[config.mk]
export PLATFORM = sky130hd
export DESIGN_NAME = positional_ordered_list_unit
export DESIGN_NICKNAME = d
export VERILOG_FILES = /design/src/design/pol_pkg.sv /design/src/design/positional_ordered_list_unit.sv /design/src/design/pol_mem.sv
export SDC_FILE = /design/constraint.sdc
export NUM_CORES = 1
export LEC_CHECK = 0
export BUFFER_PORTS_ARGS = -buffer_cell sky130_fd_sc_hd__buf_4
export CORE_AREA = 8 8 295 297
export CTS_CLUSTER_DIAMETER = 60
export DETAILED_ROUTE_END_ITERATION = 8
export DIE_AREA = 0 0 303 305
export PLACE_DENSITY = 0.64
export SLEW_MARGIN = 20
export SYNTH_ARGS = -nofsm -noshare
export SYNTH_HDL_FRONTEND = slang
export SYNTH_SLANG_ARGS = --single-unit
export TNS_END_PERCENT = 50
[constraint.sdc]
create_clock -name clk -period 4.8 [get_ports clk]
set_input_delay 0.48 -clock clk [delete_from_list [all_inputs] [get_ports clk]]
set_output_delay 0.48 -clock clk [all_outputs]
set_load 0.005 [all_outputs]
[src/design/pol_pkg.sv]
// ---------------------------------------------------------------------------
// pol_pkg: shared types and codes for the positional ordered list unit
// Command and status codes and controller states.
// ---------------------------------------------------------------------------
`default_nettype none
package pol_pkg;
    typedef enum logic [2:0] {
        CMD_INS_FRONT = 3'd0,
        CMD_INS_END   = 3'd1,
        CMD_INS_POS   = 3'd2,
        CMD_DEL_FRONT = 3'd3,
        CMD_DEL_END   = 3'd4,
        CMD_DEL_POS   = 3'd5,
        CMD_LIST      = 3'd6,
        CMD_NONE      = 3'd7
    } cmd_t;

    typedef enum logic [1:0] {
        ST_OK     = 2'd0,
        ST_BADPOS = 2'd1,
        ST_EMPTY  = 2'd2,
        ST_FULL   = 2'd3
    } status_t;

    typedef enum logic [2:0] {
        S_IDLE,
        S_SHIFT_RD,
        S_SHIFT_WR,
        S_LIST_RD,
        S_LIST_OUT,
        S_RESP
    } state_t;
endpackage
`default_nettype wire

[src/design/positional_ordered_list_unit.sv]
// ---------------------------------------------------------------------------
// positional_ordered_list_unit: bounded ordered list with positional edits
// Inserts, deletes and lists signed 32-bit entries held in one memory.
// ---------------------------------------------------------------------------
// Channel | Handshake          | Payload
// in      | in_valid/in_ready  | cmd, position, item_value
// out     | out_valid/out_ready| status, out_value, entry_count, last
//
// An edit reads and writes each entry that it moves, one after another,
// through the memory's read and write ports; an insert then writes the new
// item, and either edit then updates the count and registers its result.
// Listing reads the entries in order and registers each as a result. A bad
// position, empty, full or unused command goes from idle straight to the
// response state. Reset clears the state, the count and the output valid;
// entries are written before they are read. A stalled output holds the
// controller; a new item is taken in the cycle after the last result is taken.
`default_nettype none
module positional_ordered_list_unit
    import pol_pkg::*;
#(
    parameter int DEPTH = 16
) (
    input  wire logic        clk,
    input  wire logic        rst_n,
    input  wire logic        in_valid,
    output logic             in_ready,
    input  wire logic [2:0]  cmd,
    input  wire logic [4:0]  position,
    input  wire logic [31:0] item_value,
    output logic             out_valid,
    input  wire logic        out_ready,
    output logic      [1:0]  status,
    output logic      [31:0] out_value,
    output logic      [4:0]  entry_count,
    output logic             last
);
    localparam int AW = (DEPTH > 1) ? $clog2(DEPTH) : 1;
    localparam int CW = $clog2(DEPTH + 1);

    state_t state_reg, state_next;
    logic [CW-1:0] count_reg, count_next;
    logic [CW-1:0] idx_reg, idx_next;     // current slot
    logic [CW-1:0] stop_reg, stop_next;   // last slot of the shift
    logic          ins_reg, ins_next;
    logic [31:0]   val_reg, val_next;
    logic          ov_reg, ov_next;
    logic [1:0]    st_reg, st_next;
    logic [31:0]   ovalue_reg, ovalue_next;
    logic          last_reg, last_next;

    logic          we;
    logic [AW-1:0] waddr, raddr;
    logic [31:0]   wdata, rdata;

    pol_mem #(.DEPTH(DEPTH), .AW(AW)) u_mem (
        .clk(clk), .we(we), .waddr(waddr), .wdata(wdata),
        .raddr(raddr), .rdata(rdata)
    );

    logic [CW:0] pos_w, cnt_w;
    assign pos_w = (CW+1)'(position);
    assign cnt_w = {1'b0, count_reg};

    // Controller state and output register.
    always_ff @(posedge clk or negedge rst_n)
    begin
        if (!rst_n)
        begin
            state_reg <= S_IDLE;
            count_reg <= '0;
            ov_reg    <= 1'b0;
        end
        else
        begin
            state_reg <= state_next;
            count_reg <= count_next;
            ov_reg    <= ov_next;
        end
    end

    always_ff @(posedge clk)
    begin
        idx_reg    <= idx_next;
        stop_reg   <= stop_next;
        ins_reg    <= ins_next;
        val_reg    <= val_next;
        st_reg     <= st_next;
        ovalue_reg <= ovalue_next;
        last_reg   <= last_next;
    end

    // Next state: decode, shift loop, list loop and response.
    always_comb
    begin
        state_next  = state_reg;
        count_next  = count_reg;
        idx_next    = idx_reg;
        stop_next   = stop_reg;
        ins_next    = ins_reg;
        val_next    = val_reg;
        ov_next     = ov_reg;
        st_next     = st_reg;
        ovalue_next = ovalue_reg;
        last_next   = last_reg;
        in_ready    = 1'b0;
        we          = 1'b0;
        waddr       = idx_reg[AW-1:0];
        wdata       = rdata;
        raddr       = idx_reg[AW-1:0];

        if (ov_reg && out_ready)
        begin
            ov_next = 1'b0;
        end

        unique case (state_reg)
            S_IDLE:
            begin
                in_ready = !ov_reg;
                if (in_valid && !ov_reg)
                begin
                    st_next     = ST_OK;
                    ovalue_next = '0;
                    last_next   = 1'b1;
                    val_next    = item_value;
                    state_next  = S_RESP;
                    unique case (cmd_t'(cmd))
                        CMD_INS_FRONT, CMD_INS_END, CMD_INS_POS:
                        begin
                            ins_next = 1'b1;
                            idx_next = count_reg;
                            if (cnt_w >= (CW+1)'(DEPTH))
                                st_next = ST_FULL;
                            else if (cmd_t'(cmd) == CMD_INS_POS &&
                                     (position == 5'd0 || pos_w > cnt_w + 1'b1))
                                st_next = ST_BADPOS;
                            else
                            begin
                                if (cmd_t'(cmd) == CMD_INS_FRONT)
                                    stop_next = '0;
                                else if (cmd_t'(cmd) == CMD_INS_END)
                                    stop_next = count_reg;
                                else
                                    stop_next = CW'(pos_w - 1'b1);
                                state_next = S_SHIFT_RD;
                            end
                        end
                        CMD_DEL_FRONT, CMD_DEL_END, CMD_DEL_POS:
                        begin
                            ins_next  = 1'b0;
                            stop_next = count_reg - 1'b1;
                            if (count_reg == '0)
                                st_next = ST_EMPTY;
                            else if (cmd_t'(cmd) == CMD_DEL_POS &&
                                     (position == 5'd0 || pos_w > cnt_w))
                                st_next = ST_BADPOS;
                            else
                            begin
                                if (cmd_t'(cmd) == CMD_DEL_FRONT)
                                    idx_next = '0;
                                else if (cmd_t'(cmd) == CMD_DEL_END)
                                    idx_next = count_reg - 1'b1;
                                else
                                    idx_next = CW'(pos_w - 1'b1);
                                state_next = S_SHIFT_RD;
                            end
                        end
                        CMD_LIST:
                        begin
                            idx_next = '0;
                            if (count_reg == '0)
                                st_next = ST_EMPTY;
                            else
                                state_next = S_LIST_RD;
                        end
                        default: ;
                    endcase
                end
            end
            S_SHIFT_RD:
            begin
                // Insert moves slot idx-1 up to idx; delete moves idx+1 down.
                if (ins_reg)
                begin
                    if (idx_reg == stop_reg)
                    begin
                        we         = 1'b1;
                        wdata      = val_reg;
                        count_next = count_reg + 1'b1;
                        state_next = S_RESP;
                    end
                    else
                    begin
                        raddr      = AW'(idx_reg - 1'b1);
                        state_next = S_SHIFT_WR;
                    end
                end
                else
                begin
                    if (idx_reg == stop_reg)
                    begin
                        count_next = count_reg - 1'b1;
                        state_next = S_RESP;
                    end
                    else
                    begin
                        raddr      = AW'(idx_reg + 1'b1);
                        state_next = S_SHIFT_WR;
                    end
                end
            end
            S_SHIFT_WR:
            begin
                we         = 1'b1;
                idx_next   = ins_reg ? idx_reg - 1'b1 : idx_reg + 1'b1;
                state_next = S_SHIFT_RD;
            end
            S_LIST_RD:
            begin
                if (!ov_reg || out_ready)
                    state_next = S_LIST_OUT;
            end
            S_LIST_OUT:
            begin
                ov_next     = 1'b1;
                st_next     = ST_OK;
                ovalue_next = rdata;
                last_next   = (idx_reg + 1'b1 == count_reg);
                idx_next    = idx_reg + 1'b1;
                state_next  = (idx_reg + 1'b1 == count_reg) ? S_IDLE : S_LIST_RD;
            end
            S_RESP:
            begin
                if (!ov_reg || out_ready)
                begin
                    ov_next    = 1'b1;
                    state_next = S_IDLE;
                end
            end
            default: state_next = S_IDLE;
        endcase
    end

    assign out_valid   = ov_reg;
    assign status      = st_reg;
    assign out_value   = ovalue_reg;
    assign entry_count = 5'(count_reg);
    assign last        = last_reg;
endmodule
`default_nettype wire

[src/design/pol_mem.sv]
// ---------------------------------------------------------------------------
// pol_mem: entry storage
// One write port and one read port with a registered read.
// ---------------------------------------------------------------------------
`default_nettype none
module pol_mem #(
    parameter int DEPTH = 16,
    parameter int AW    = 4
) (
    input  wire logic          clk,
    input  wire logic          we,
    input  wire logic [AW-1:0] waddr,
    input  wire logic [31:0]   wdata,
    input  wire logic [AW-1:0] raddr,
    output logic      [31:0]   rdata
);
    logic [31:0] mem [DEPTH];

    // Write port and registered read port.
    always_ff @(posedge clk)
    begin
        if (we)
        begin
            mem[waddr] <= wdata;
        end
        rdata <= mem[raddr];
    end
endmodule
`default_nettype wire
==> flow_summary.toml, run 1 <==
[routing]
dr.pass1.iters = 6
vias_per_cell = 5.94
wl_mm = 88.8
drtIter0Drc = 2299
wl_per_cell_microns = 22.4
drc_errors = 0
ant_nets = 0
dr_total_vias = 23500

[timing]
setup_viol = 0
tns_ns = 0
finalCriticalPeriod_ns = 3.67
hold_violations = 0
slew_headroom = 0.0774
tightest_slew_ns = 1.38
rsz0062_at_grt = "false"
fin_skew_ns = 0.0114
max_freq_mhz = 272
finalMaxSlewViolations = 0
whs_ns = 0.0344
timing.final.crit_share = 0.765

[yosys]
ys_seq_area_frac = 0.568
syn_inst = 2820
yosysTopAreaCellShare = 0.542
synth.distinct_cells = 61
synth_area_sq_um = 32700
synth_top_cell_by_area = "edfxtp_1"
yosysMostFrequentCell = "edfxtp_1"
ys_seq_elements = 631
synthArstFlopShare = 0.0143
avgSynthCellArea_sq_um = 11.6
synth_fp_nets = 2883
synthTopCellsByArea = "edfxtp_1 (54%), mux2i_1 (8.0%), a211o_1 (6.6%), nand2b_1 (5.0%), nand2_1 (3.4%)"
synth-edff-count = 590
yosysWarnings = 0
ys_top_cells_by_count = "edfxtp_1 (590), nand2_1 (295), mux2i_1 (263), nand2b_1 (261), a211o_1 (248)"
ys.flop_type = "edfxtp_1"

[clocking]
clock_latency_ns = 0.64
cts_resized = 0
htree_levels = 2
cts_made_buffers = 61
clkSinkCount = 631
cts_tree = "built"
cts_buffer_depth = 3
cts.clk_slew.worst_paths_ns = 0.06
post-cts-setup-buffer-count = 0
cts_root_buf = "clkbuf_16"

[cells_and_area]
antenna_cells = 0
multi_input_area_sq_um = 13300
max_flop_register = "u_mem.mem"
largest_reg_flops = 512
final_cells = 3958
drive_gt1_frac = 0.108
syn2layout_area_growth_pct = 12.8
ff_latch_area_sq_um = 18600
utilization = 0.447
fillCellCount = 7321
finalNetCount = 2888

[critical_path]
required_ns = 5.38
crit_path_top_delay_cell = "buf_4"
path_cells = "buf_4, buf_4, nand2_1, a211oi_1, nor2_1, nand3_1, mux2i_1, a22oi_1, o221a_1"
slowest_delay_ns = 0.91
cp_max_fo = 134
cp-start-kind = "register"
crit_type = "reg -> reg"
end_kind = "register"
cpMostUsedCell = "buf_4"
ff2ff_setup_slack_ns = 1.13
cp.arrival_ns = 4.25

[die]
io_pins = 86
dieArea_sq_um = 92400
coreArea_sq_um = 82600
start_util = 0.396
fp.dieH_microns = 305
die_x_microns = 303
rows = 106

[pwr]
ir_drop_mv = 0.734
p_leak_nw = 12.8
pwr_density_cell_nw_per_um2 = 679

[run]
drv_cap = 0

[place]
place_congestion = 0.883
dp.cells = 3812
dp.final_hpwl_mm = 49.2
numPortBuffers = 85

[min_path]
worstHoldPathType = "in -> reg"

[run_status]
outcome = "completed"

[grt]
grt_max_degree = 274
grt.overflow.total = 0
grt_pass1_vias = 24000
antenna_found_initial = 1
grt_usage = 0.184
grt_pass1_wl_mm = 135
## cell type report
cell class	instances	share of cell area
Multi-Input combinational cell	1942	0.360
Inverter	17	0.00173
Timing Repair Buffer	172	0.0414
Sequential cell	631	0.504
Tap cell	1080	0.0366
Clock buffer	87	0.0476
Clock inverter	29	0.00929
## critical path: cells and delay by family, from the launching register on
kind	cells	cell delay, ns
buf+inv	2	1.64
compound gates	3	0.80
flops	1	0.58
simple gates	3	0.37
mux	1	0.10
## layout by cell type, fill, tap and decap left out, types with 5 or more instances in the layout
master / instances
nor2_1: 146
nand2_1: 293
nor2b_1: 8
dfrtp_1: 8
mux2i_1: 262
dfxtp_1: 32
xor2_1: 8
a211o_1: 248
dlygate4sd3_1: 30
clkbuf_1: 16
edfxtp_1: 590
nor2_4: 14
inv_1: 17
a22o_1: 5
buf_12: 13
a211oi_1: 139
bufinv_16: 7
and3_1: 33
a22oi_1: 33
clkinv_2: 12
clkbuf_16: 64
ha_1: 19
o221a_1: 31
or2_2: 5
a21oi_1: 141
mux2_2: 33
a31oi_1: 8
nor3_1: 16
nand2b_1: 261
o21ai_0: 18
nor3_2: 5
xnor2_1: 22
buf_4: 129
clkbuf_8: 7
o211ai_1: 7
nand3_1: 133
## power breakdown
part | leakage, nW | internal [mW] | switching, mW
Combinational | 6.08 | 4.53 | 7.69
Clock | 1.03 | 2.93 | 2.10
Sequential | 5.71 | 7.37 | 0.451
## worst paths after layout
kind,depth (start not counted),from,end
setup / recovery,9,idx_reg[0],u_mem.rdata[9]
hold / removal,1,item_value[27],val_reg[27]
setup reg to reg,9,idx_reg[0],u_mem.rdata[9]
hold reg to reg,1,u_mem.rdata[23],out_value[23]
max in group asynchronous,2,rst_n,state_reg[2]
min in group asynchronous,2,rst_n,entry_count[3]
## logic make-up (layout without fill, tap and decap cells)
| logic type | Yosys count | in the layout | synth area share |
|---|---|---|---|
| adder cells (fa/ha/maj) | 20 | 20 | 0.00757 |
| XOR/XNOR | 34 | 34 | 0.00933 |
| AO/OA/AOI/OAI | 654 | 654 | 0.151 |
| buffers and inverters | 247 | 305 | 0.0322 |
| AND/OR/NAND/NOR | 938 | 938 | 0.140 |
| multiplexers | 296 | 296 | 0.0918 |
| flip-flops | 631 | 631 | 0.568 |
## timing repair
item                       in CTS  in global routing
hold endpoints to repair       37                  1
hold buffers                   29                  1
setup endpoints to repair       0                  0
## stage by stage
| stage | total power, mW | setup slack, ns | area [sq um] |
|---|---|---|---|
| 2_1_floorplan | 16.5 | 0.189 | 32700 |
| 3_3_place_gp | 19.6 | 1.40 | 34500 |
| 3_5_place_dp | 20.0 | 1.21 | 34500 |
| 4_1_cts | 25.1 | 1.19 | 36900 |
| 5_1_grt | 26.3 | 0.797 | 36900 |
| 6_report | 25.1 | 1.13 | 36900 |
## metal layers
metal	vias to the layer above	wire, microns	part of all wire	global-route usage
met2	846	44400	0.50	0.322
met4	0	3410	0.038	0.0841
met3	248	5100	0.057	0.0269
met1	11700	36000	0.40	0.223
li1	10700	-	-	-
met5	-	0	0	0
Power figures use the tool's default switching activity.
==> run 2: changes to the inputs <==
Settings changed: PLACE_DENSITY 0.64 to 0.62.
Clock period 4.8 ns to 3.5 ns, I/O delays scaled along.
==> flow_summary.toml, run 2 (same netlist as run 1, synthesis figures left out) <==
[run_status]
outcome = "completed"

[critical_path]
path_cells = "inv_1, ha_1, inv_1, ha_1, a21o_1, a21oi_1, o21ai_0, a31oi_1, a31oi_1, or3_1"
slowest_delay_ns = 0.64
cp_max_fo = 11
r2r_end = "state_reg[2]"
crit_path_top_delay_cell = "dfrtp_1"
required_ns = 3.98
worstReg2RegStart = "entry_count[0]"
crit_family = "compound AO/OA/AOI/OAI gates"
r2r_cells = 10
crit_buf_inv = 2
cp-start-kind = "register"
cp.arrival_ns = 3.67
end_kind = "register"
ff2ff_setup_slack_ns = 0.32
crit_type = "reg -> reg"

[pwr]
pwr_density_cell_nw_per_um2 = 940
power_frac_comb = 0.492
total_power_mw = 35.1
ir_drop_mv = 1.12
power.internal_mw = 20.7
p_sw_frac = 0.409
p_leak_nw = 13.0
p_clk_frac = 0.207
p_switching_mw = 14.4
seq_power_share = 0.301

[min_path]
holdPathEnd = "state_reg[0]"
hold_start = "out_ready"
hold_depth = 4
worstHoldPathType = "in -> reg"

[clocking]
cts_tree = "built"
cts_buffer_depth = 3
cts.clk_slew.worst_paths_ns = 0.06
htree_levels = 3
cts_hold_buffers = 33
clkSinkCount = 631
clock_latency_ns = 0.62
post-cts-setup-buffer-count = 0
cts_made_buffers = 68
cts_root_buf = "clkbuf_16"
cts_resized = 0

[place]
place_congestion = 0.797
numPortBuffers = 85
pre_cts_slack_ns = 0.357
dp.final_hpwl_mm = 52.0

[routing]
ant_nets = 0
wl_per_cell_microns = 22.9
wl_mm = 91.5
dr_total_vias = 23700
dr.pass1.iters = 6
vias_per_cell = 5.94
drtIter0Drc = 1858
drc_errors = 0

[cells_and_area]
drive_gt1_frac = 0.116
final_common_cell = "edfxtp_1"
antenna_cells = 0
finalNetCount = 2921
ff_latch_area_sq_um = 18600
final_cell_mix = "edfxtp_1 (590), nand2_1 (293), mux2i_1 (262)"
multi_input_area_sq_um = 13300
max_flop_register = "u_mem.mem"
fillCellCount = 7357
syn2layout_area_growth_pct = 14.1
largest_reg_flops = 512

[timing]
timing.final.crit_share = 0.909
tightest_slew_ns = 1.06
fin_skew_ns = 0.0260
slew_headroom = 0.291
max_freq_mhz = 314
setup_viol = 0
hold_violations = 0
rsz0062_at_grt = "false"
whs_ns = 0.102
finalMaxSlewViolations = 0
fin_ws_ns = 0.318
finalCriticalPeriod_ns = 3.18

[grt]
antenna_found_initial = 0
grt.overflow.total = 0
grt_usage = 0.191
grt_pass1_wl_mm = 138
grt_max_degree = 247
grt_pass1_vias = 23900

[die]
dieArea_sq_um = 92400
rows = 106
die_x_microns = 303
start_util = 0.396
fp.dieH_microns = 305
io_pins = 86
coreArea_sq_um = 82600

[run]
drv_cap = 0
[run 2: cell types whose count changed in the layout (fill, tap and decap cells not counted), moves of 3 or more]
cell,change
clkbuf_16,+7
buf_4,+18
clkbuf_1,+3
nor3_4,+4
dlygate4sd3_1,+3
buf_12,+4
nor3_2,-4
[run 2: worst max path at each step]
stage                               from          endpoint  slack [ns]  depth (start not counted)
after CTS                 entry_count[0]      state_reg[2]        0.35                         10
after global routing          idx_reg[0]   u_mem.rdata[12]        0.18                         10
final                     entry_count[0]      state_reg[2]        0.32                         10
after detailed placement  entry_count[0]      state_reg[2]        0.36                         10
after floorplan             state_reg[0]  u_mem.mem[11][0]       -0.25                          9
after global placement    entry_count[0]      state_reg[2]        0.43                         10
[run 2: power by group through the flow]
stage / Sequential, mW / Clock, mW / Combinational [mW]
5_1_grt: 10.6 / 7.68 / 18.5
3_3_place_gp: 10.7 / 0 / 16.6
6_report: 10.6 / 7.26 / 17.3
4_1_cts: 10.6 / 7.38 / 17.2
3_5_place_dp: 10.7 / 0 / 17.1
2_1_floorplan: 10.5 / 0 / 12.2
[run 2: final cells by class]
| type | count | area share |
|---|---|---|
| inverter | 17 | 0.00171 |
| tap | 1080 | 0.0362 |
| multi-input combinational | 1942 | 0.356 |
| clock buffer | 96 | 0.0517 |
| sequential | 631 | 0.498 |
| clock inverter | 28 | 0.00831 |
| timing repair buffer | 198 | 0.0478 |
[run 2: worst register-to-register path, cell delays in order, from the launching register on]
cell and delay [ns]:
dfrtp_1 0.64, inv_1 0.26, ha_1 0.47, inv_1 0.08, ha_1 0.30, a21o_1 0.16
a21oi_1 0.12, o21ai_0 0.11, a31oi_1 0.39, a31oi_1 0.16, or3_1 0.38
[run 2: per-stage QoR]
| stage | cell area (sq um) | TNS, ns | instances | util |
|---|---|---|---|---|
| CTS | 37300 | 0 | 3992 | 0.452 |
| global route | 37300 | 0 | 3992 | 0.452 |
| detailed placement | 34800 | 0 | 3835 | 0.421 |
| floorplan | 32700 | -108.43 | 2820 | - |
| finish | 37300 | 0 | 3992 | 0.452 |
| global placement | 34800 | 0 | 3835 | 0.421 |
[run 2: metal layers]
| metal | global-route usage | share of wire |
|---|---|---|
| met1 | 0.240 | 0.42 |
| met4 | 0.0889 | 0.040 |
| met5 | 0 | 0 |
| met3 | 0.0238 | 0.048 |
| met2 | 0.325 | 0.49 |
